### src/design/swbt_pkg.sv
// Package for the sliding window band tracker.
// Holds field widths, the controller command struct and fixed-point helpers.
// No dependencies.
package swbt_pkg;

	localparam int unsigned MAX_WINDOW_DEF  = 64;
	localparam int unsigned SAMPLE_BITS_DEF = 32;

	localparam int unsigned DATA_W    = 32;
	localparam int unsigned SD_W      = 31;
	localparam int unsigned SQ_W      = 47;
	localparam int unsigned WLEN_W    = 7;
	localparam int unsigned GAIN_W    = 16;
	localparam int unsigned CFG_IDX_W = 1;
	localparam int unsigned CFG_DAT_W = 16;

	localparam logic [CFG_IDX_W-1:0] REG_WINDOW_LENGTH = 1'b0;
	localparam logic [CFG_IDX_W-1:0] REG_BAND_GAIN     = 1'b1;

	localparam logic [WLEN_W-1:0] WLEN_RESET = 7'd20;
	localparam logic [GAIN_W-1:0] GAIN_RESET = 16'd512;

	typedef struct packed {
		logic load_in;
		logic rd;
		logic sq;
		logic upd;
		logic dld;
		logic div;
		logic msq;
		logic sld;
		logic sqrt;
		logic spr;
		logic band;
	} swbt_cmd_t;

	function automatic logic [SQ_W-1:0] square_q16(input logic signed [DATA_W:0] v);
		logic [DATA_W-1:0] mag;
		logic [63:0]       prod;
		mag  = v[DATA_W] ? DATA_W'(-v) : v[DATA_W-1:0];
		prod = 64'(mag) * 64'(mag);
		return prod[62:16];
	endfunction

	function automatic logic signed [DATA_W-1:0] sat32(input logic signed [40:0] v);
		logic signed [40:0] hi;
		logic signed [40:0] lo;
		hi = 41'sh0_7FFF_FFFF;
		lo = -41'sh0_8000_0000;
		if (v > hi) begin
			return 32'sh7FFF_FFFF;
		end else if (v < lo) begin
			return 32'sh8000_0000;
		end
		return v[DATA_W-1:0];
	endfunction

endpackage

### src/design/swbt_ctrl.sv
// Controller for the sliding window band tracker.
// Sequences the datapath through update, divide, square root and band steps.
// Depends on swbt_pkg.
module swbt_ctrl import swbt_pkg::*; #(
	parameter int unsigned MAX_WINDOW = MAX_WINDOW_DEF
) (
	input  logic      clk,
	input  logic      arst_n,
	input  logic      in_valid,
	output logic      in_stall,
	output logic      out_valid,
	input  logic      out_stall,
	output swbt_cmd_t cmd
);

	localparam int unsigned DIV_W = SQ_W + $clog2(MAX_WINDOW);
	localparam int unsigned CNT_W = $clog2(DIV_W);
	localparam logic [CNT_W-1:0] DIV_LAST  = CNT_W'(DIV_W - 1);
	localparam logic [CNT_W-1:0] SQRT_LAST = CNT_W'(31);

	typedef enum logic [3:0] {
		ST_IDLE, ST_RD, ST_SQ, ST_UPD, ST_DLD, ST_DIV, ST_MSQ, ST_SLD, ST_SQRT, ST_SPR, ST_BAND
	} state_t;

	state_t            state_q;
	logic [CNT_W-1:0]  cnt_q;
	logic              out_free;

	assign in_stall = (state_q != ST_IDLE);
	assign out_free = !out_valid || !out_stall;

	always_comb begin
		cmd         = '0;
		cmd.load_in = (state_q == ST_IDLE) && in_valid;
		cmd.rd      = (state_q == ST_RD);
		cmd.sq      = (state_q == ST_SQ);
		cmd.upd     = (state_q == ST_UPD);
		cmd.dld     = (state_q == ST_DLD);
		cmd.div     = (state_q == ST_DIV);
		cmd.msq     = (state_q == ST_MSQ);
		cmd.sld     = (state_q == ST_SLD);
		cmd.sqrt    = (state_q == ST_SQRT);
		cmd.spr     = (state_q == ST_SPR);
		cmd.band    = (state_q == ST_BAND) && out_free;
	end

	always_ff @(posedge clk or negedge arst_n) begin
		if (!arst_n) begin
			state_q   <= ST_IDLE;
			cnt_q     <= '0;
			out_valid <= 1'b0;
		end else begin
			if (cmd.band) begin
				out_valid <= 1'b1;
			end else if (out_valid && !out_stall) begin
				out_valid <= 1'b0;
			end
			unique case (state_q)
				ST_IDLE: begin
					if (in_valid) begin
						state_q <= ST_RD;
					end
				end
				ST_RD:  state_q <= ST_SQ;
				ST_SQ:  state_q <= ST_UPD;
				ST_UPD: state_q <= ST_DLD;
				ST_DLD: begin
					cnt_q   <= '0;
					state_q <= ST_DIV;
				end
				ST_DIV: begin
					cnt_q <= cnt_q + 1'b1;
					if (cnt_q == DIV_LAST) begin
						state_q <= ST_MSQ;
					end
				end
				ST_MSQ: state_q <= ST_SLD;
				ST_SLD: begin
					cnt_q   <= '0;
					state_q <= ST_SQRT;
				end
				ST_SQRT: begin
					cnt_q <= cnt_q + 1'b1;
					if (cnt_q == SQRT_LAST) begin
						state_q <= ST_SPR;
					end
				end
				ST_SPR: state_q <= ST_BAND;
				ST_BAND: begin
					if (out_free) begin
						state_q <= ST_IDLE;
					end
				end
				default: state_q <= ST_IDLE;
			endcase
		end
	end

endmodule

### config.mk
export PLATFORM = sky130hd
export DESIGN_NAME = swbt_ctrl
export DESIGN_NICKNAME = d
export VERILOG_FILES = /design/src/design/swbt_pkg.sv /design/src/design/swbt_ctrl.sv
export SDC_FILE = /design/constraint.sdc
export NUM_CORES = 1
export LEC_CHECK = 0
export BUFFER_PORTS_ARGS = -buffer_cell sky130_fd_sc_hd__buf_2
export CORE_UTILIZATION = 25
export DETAILED_ROUTE_END_ITERATION = 16
export PLACE_DENSITY_LB_ADDON = 0.25
export SYNTH_ARGS = -nofsm -noshare
export SYNTH_HDL_FRONTEND = slang
export SYNTH_SLANG_ARGS = --single-unit
### constraint.sdc
create_clock -name clk -period 1.4 [get_ports clk]
set_input_delay 0.14 -clock clk [delete_from_list [all_inputs] [get_ports clk]]
set_output_delay 0.14 -clock clk [all_outputs]
set_load 0.01 [all_outputs]
# Word level (Yosys, flattened, before mapping)
# Index checks and enable logic that the tools add are counted.
dict set report word_totals {
  regBits 11
  input_bits 4
  out_inout_bits 13
  wordCells 41
}
dict set report classes {
  add_sub_neg 1
  n_eq_ne 16
  muxes 8
  reduce_logical 13
}
# op n
set op_table {}
lappend op_table {{4-bit case mux with 11 select lines} 1}
lappend op_table {{4-bit by 3-bit equality test with 1-bit output (second input constant)} 4}
lappend op_table {{4-bit two-way mux} 4}
lappend op_table {{4-bit equality test (second input constant)} 3}
lappend op_table {{6-bit case mux with 2 select lines} 1}
lappend op_table {{4-bit by 2-bit equality test with 1-bit output (second input constant)} 2}
lappend op_table {{6-bit by 1-bit adder with 6-bit output (second input constant)} 1}
lappend op_table {{6-bit by 5-bit equality test with 1-bit output (second input constant)} 1}
lappend op_table {{6-bit equality test (second input constant)} 1}
lappend op_table {{4-bit by 1-bit equality test with 1-bit output (second input constant)} 1}
lappend op_table {{4-bit zero test} 1}
lappend op_table {{2-bit by 1-bit != test with 1-bit output (second input constant)} 2}
lappend op_table {{2-bit != test (second input constant)} 2}
lappend op_table {{4-bit AND reduction} 1}
lappend op_table {{2-bit nonzero test} 2}
lappend op_table {{4-bit nonzero test} 1}
lappend op_table {{2-bit OR reduction} 2}
lappend op_table {{1-bit logical AND} 3}
lappend op_table {{1-bit zero test} 2}
lappend op_table {{1-bit two-way mux} 2}
lappend op_table {{1-bit logical OR} 1}

# Depth between registers and ports, before layout
dict set report logic_depth {
  word_depth 4
  depth_mapped 5
  depth_no_buf 5
}

# Worst setup path before layout
# Ideal clock, no wire load.
dict set report synth_path {
  path_kind {reg-to-reg}
  start {reg cnt_q[0]}
  end {reg state_q[0]}
  setup_time_ns 0.094
  t_arrival_ns 1.218
  required_time_ns 1.306
  path_slack_ns 0.088
  path_stages_with_launch 5
  n_path_buf 0
  synth_period_minus_slack_ns 1.312
  path_cell_list {dfrtp_1 > ha_1 > nand4_1 > or3_1 > a221oi_2}
}
dict set report synth_via {
  elab_chain_len 3
  elab_cells_between_ends 5
  classes_between {eq/ne (4); reduce/logical (1)}
}
# element line
set synth_rtl {}
lappend synth_rtl {{start, declared} swbt_ctrl.sv:26} ;# logic [CNT_W-1:0] cnt_q;
lappend synth_rtl {{start signal, assigned} swbt_ctrl.sv:72} ;# cnt_q <= cnt_q + 1'b1;
lappend synth_rtl {{start signal, assigned} swbt_ctrl.sv:83} ;# cnt_q <= cnt_q + 1'b1;
lappend synth_rtl {{6-bit equality test or 6-bit by 5-bit equality test with 1-bit output (tied branches)} {swbt_ctrl.sv:73, swbt_ctrl.sv:84}}
lappend synth_rtl {{2-bit by 1-bit != test with 1-bit output (no line)} -}
lappend synth_rtl {{4-bit AND reduction (no line) *} -}
lappend synth_rtl {{end signal, assigned} swbt_ctrl.sv:74} ;# state_q <= ST_MSQ;
lappend synth_rtl {{end signal, assigned} swbt_ctrl.sv:77} ;# ST_MSQ: state_q <= ST_SLD;
lappend synth_rtl {{end signal, assigned} swbt_ctrl.sv:80} ;# state_q <= ST_SQRT;
lappend synth_rtl {{end, declared} swbt_ctrl.sv:25} ;# state_t state_q;
# Mark *: on every way between the ends. The rest lies on a longest branch, timed or not.
# A chain may end at the register's enable or synchronous reset.

==> results.txt <==
----------------------------------------------------
[Worst setup path]
  Critical Path Source Type ... flip-flop
  Data arrival time of the worst path ... 1.39 ns
  Maximum fanout along the worst path ... 7
  Worst Setup End Kind ... output pin
  Data required time at the worst endpoint ... 1.26 ns
  Slowest cell on crit path ... sky130_fd_sc_hd__dfrtp_2
  Cells along the critical path ... buf_6 > nand4bb_1 > buf_4 > a21oi_2 > buf_2
  Peak per-stage delay on the critical path ... 0.48 ns
  Category of the most critical setup path ... flip-flop to output pin

[Routing]
  Total via count in the routed design ... 824
  Total routed wirelength ... 2431 µm
  Antenna Nets Post-Route ... 0
  DRC marker count from the first detailed-route iteration ... 33
  Remaining routing DRC violations ... 4
  Final routed wire length divided by cell count ... 14.91 µm
  Drt via density ... 5.055
  First drt pass iteration count ... 10

[Clock tree]
  H-tree depth ... 1
  TritonCTS clock tree ... built
  Clock tree root driver cell ... sky130_fd_sc_hd__clkbuf_4
  Reg clk slew, reported paths ... 0.08 ns
  Max Buffers Root-to-Sink ... 2
  Clock latency on the worst-skew pair ... 0.28 ns
  Number of sinks driven by the clock tree ... 11
  Clock buffers created by TritonCTS ... 3

[Worst hold path]
  Worst Hold Class ... input port to flip-flop

[STA]
  Pin slew with the least headroom to its limit ... 0.3141 ns
  Worst clock skew ... 0.01430 ns
  Number of setup violations in the final report ... 11
  RSZ-0062 raised after global routing ... yes
  Tightest hold margin ... 0.1385 ns
  Minimum clock period ... 1.525 ns
  Max transition margin ... 0.7906
  Upper clock frequency limit ... 655.6 MHz
  Final max-slew violation count ... 0
  Share of the clock period used by the worst path ... 1.090
  Hold Vio Cnt, Final ... 0
  Final setup margin ... -0.1254 ns

[Synthesis]
  Commonest register cell after synthesis ... sky130_fd_sc_hd__dfrtp_1
  Proportion of netlist area held by the largest area contributor ... 0.3583
  Synthesis warning total ... 0
  Gate count of the mapped netlist ... 86
  Post-synth net total ... 92
  Average footprint of a synthesized cell ... 8.933 µm²
  Number of library cell types mapped by synthesis ... 38
  Post-synth top area cell ... sky130_fd_sc_hd__dfrtp_1
  Ys async rst share ... 1.000
  Fraction of the yosys area taken by sequential cells ... 0.3583
  Flip-flop and latch count after synthesis ... 11
  Cell area after technology mapping ... 768.2 µm²
  Largest cells by area after synthesis ... sky130_fd_sc_hd__dfrtp_1, sky130_fd_sc_hd__nand2b_1, sky130_fd_sc_hd__nor3_1
  Post-synth EDFFs ... 0

[Placed design]
  Post-DP HPWL ... 1406 µm
  Post-placement cell count ... 141
  Final weighted congestion in routability-driven placement ... 0.7361
  Input/output buffers ... 16
  Worst slack after detailed placement ... 0.01635 ns

[Global route]
  Combined global-route utilization of all metal layers ... 0.1456
  Number of global-route vias before repair ... 820
  Pin count of the biggest net entering global routing ... 12
  Global-route wire length before repair ... 3670 µm
  Final global-route overflow total ... 0
  Number of antenna violations at the first check in global routing ... 0

[Power and ir drop]
  PwrDens ... 427.7 mW/mm²
  Switching power share of the total ... 0.2295
  Portion of total power attributed to combinational logic ... 0.027
  Maximum ir drop on the vdd rail ... 287.5 µV
  Relative contribution of sequential cells to total power ... 0.565
  Net switching power ... 0.1290 mW
  Clk network pwr share ... 0.408
  Leakage component of the power ... 0.5959 nW
  Pint ... 0.4329 mW

[Layout]
  Share of layout cells above drive strength 1 ... 0.5833
  Area growth syn-to-layout ... 71.01%
  Final net count ... 139
  Filler instances ... 259
  N_diodes ... 0
  Cell Count, Final, Fillers Out ... 163
  Core occupancy in the finished layout ... 0.4644

[Floorplanning]
  Number of I/O pins ... 17
  Die height ... 57.44 µm
  Cell Rows ... 19
  Die footprint ... 0.003299 mm²
  Die boundary width ... 57.44 µm
  Starting utilization of the core area ... 0.2716
  Area of the placeable core ... 0.002829 mm²

[Outcome]
  Status ... finished with violations
  Violated checks ... design-rule violations, negative setup slack

[Run]
  Max capacitance violation total ... 0

----------------------------------------------------
[final cells by class]
class	count	area [µm²]	area share
sequential	11	280.3	0.2133
tap	31	38.79	0.02952
timing repair buffer	47	381.6	0.2905
multi-input combinational	63	560.5	0.4267
clock buffer	4	26.28	0.02000
inverter	7	26.28	0.02000
[layer usage]
metal / GRT usage / share of wire / vias up
met5: 0 / 0 / -
met1: 0.1818 / 0.47 / 392
li1: - / - / 408
met4: 0.04878 / 0.010 / 0
met3: 0.04535 / 0.044 / 4
met2: 0.2375 / 0.48 / 20
[power groups by stage]
stage	clock network [mW]	registers, mW	logic (mW)
final	0.229	0.317	0.0154
after CTS	0.239	0.317	0.0145
after global routing	0.258	0.317	0.0167
after floorplan	0	0.324	0.0000846
after global placement	0	0.324	0.0114
after detailed placement	0	0.324	0.0120
[stage by stage]
step / instance area (µm²) / TNS [ns] / power (mW)
after CTS: 1192 / -0.3268 / 0.5705
after global routing: 1314 / -1.520 / 0.5916
after detailed placement: 950.9 / 0 / 0.3358
after floorplan: 768.2 / 0 / 0.3239
final: 1314 / -0.6724 / 0.5619
after global placement: 950.9 / 0 / 0.3352
[synthesized netlist by cell type (all sizes together) (2+ instances only)]
cell type / instances
nand4: 2
dfrtp: 11
o21ai: 4
ha: 2
o221ai: 2
nor2: 7
nand3: 2
inv: 7
o22ai: 3
nand2b: 5
a21oi: 4
or3: 2
buf: 5
nor3: 6
nand2: 4
and3: 2
o211ai: 2
[cells by family after synthesis]
logic type	share of synthesized area
AO/OA/AOI/OAI	0.1889
XOR/XNOR	0.02281
adder cells (fa/ha/maj)	0.03257
buffers and inverters	0.07817
flip-flops	0.3583
multiplexers	0.01303
AND/OR/NAND/NOR	0.3062
[cell usage in the layout (no fill, tap or decap), types with 2 or more instances in the layout]
cell / count
sky130_fd_sc_hd__buf_4: 19
sky130_fd_sc_hd__buf_6: 15
sky130_fd_sc_hd__buf_2: 12
sky130_fd_sc_hd__dfrtp_1: 7
sky130_fd_sc_hd__inv_1: 6
sky130_fd_sc_hd__dfrtp_2: 4
sky130_fd_sc_hd__nor3_2: 3
sky130_fd_sc_hd__nor2_4: 3
sky130_fd_sc_hd__nand2_1: 3
sky130_fd_sc_hd__o21ai_1: 3
sky130_fd_sc_hd__a21oi_1: 3
sky130_fd_sc_hd__clkbuf_4: 3
sky130_fd_sc_hd__nand2b_4: 2
sky130_fd_sc_hd__nor3_1: 2
sky130_fd_sc_hd__nor2_2: 2
sky130_fd_sc_hd__nor2_1: 2
sky130_fd_sc_hd__nand4_1: 2
sky130_fd_sc_hd__o22ai_1: 2
sky130_fd_sc_hd__or3_1: 2
sky130_fd_sc_hd__nand2b_1: 2
sky130_fd_sc_hd__nand3_1: 2
sky130_fd_sc_hd__o211ai_1: 2
sky130_fd_sc_hd__o221ai_1: 2
sky130_fd_sc_hd__ha_1: 2
[worst paths after layout]
path | from | endpoint | slack, ns | cells after the start
worst max-delay path | state_q[1]$_DFFE_PN0P_ | cmd[0] | -0.13 | 5
worst min-delay path | out_stall | out_valid$_DFFE_PN0P_ | 0.14 | 3
worst min register to register | cnt_q[0]$_DFFE_PN0P_ | cnt_q[0]$_DFFE_PN0P_ | 0.53 | 1
max in group asynchronous | arst_n | state_q[2]$_DFFE_PN0P_ | 0.86 | 2
min in group asynchronous | arst_n | cnt_q[2]$_DFFE_PN0P_ | 0.27 | 2
worst max register to register | state_q[3]$_DFFE_PN0P_ | cnt_q[2]$_DFFE_PN0P_ | -0.02 | 6
[sequential cells by signal (all words and copies together), names as in the netlist]
name	count
cnt_q	6
out_valid	1
state_q	4
[worst max-delay path, delay by kind of cell (launching register included)]
family                 cells  cell delay [ns]
AND/OR/NAND/NOR            1             0.11
flip-flops                 1             0.48
buffers and inverters      3             0.42
AO/OA/AOI/OAI              1             0.09
[timing repair]
item | CTS | global route
setup endpoints to repair | 13 | 18
hold buffers | 1 | 0
endpoints found under the hold margin | 11 | 0
gates resized for setup | 31 | 17
setup buffers | 13 | 6
pin swaps | 6 | 7
(Power assumes the default switching activity.)
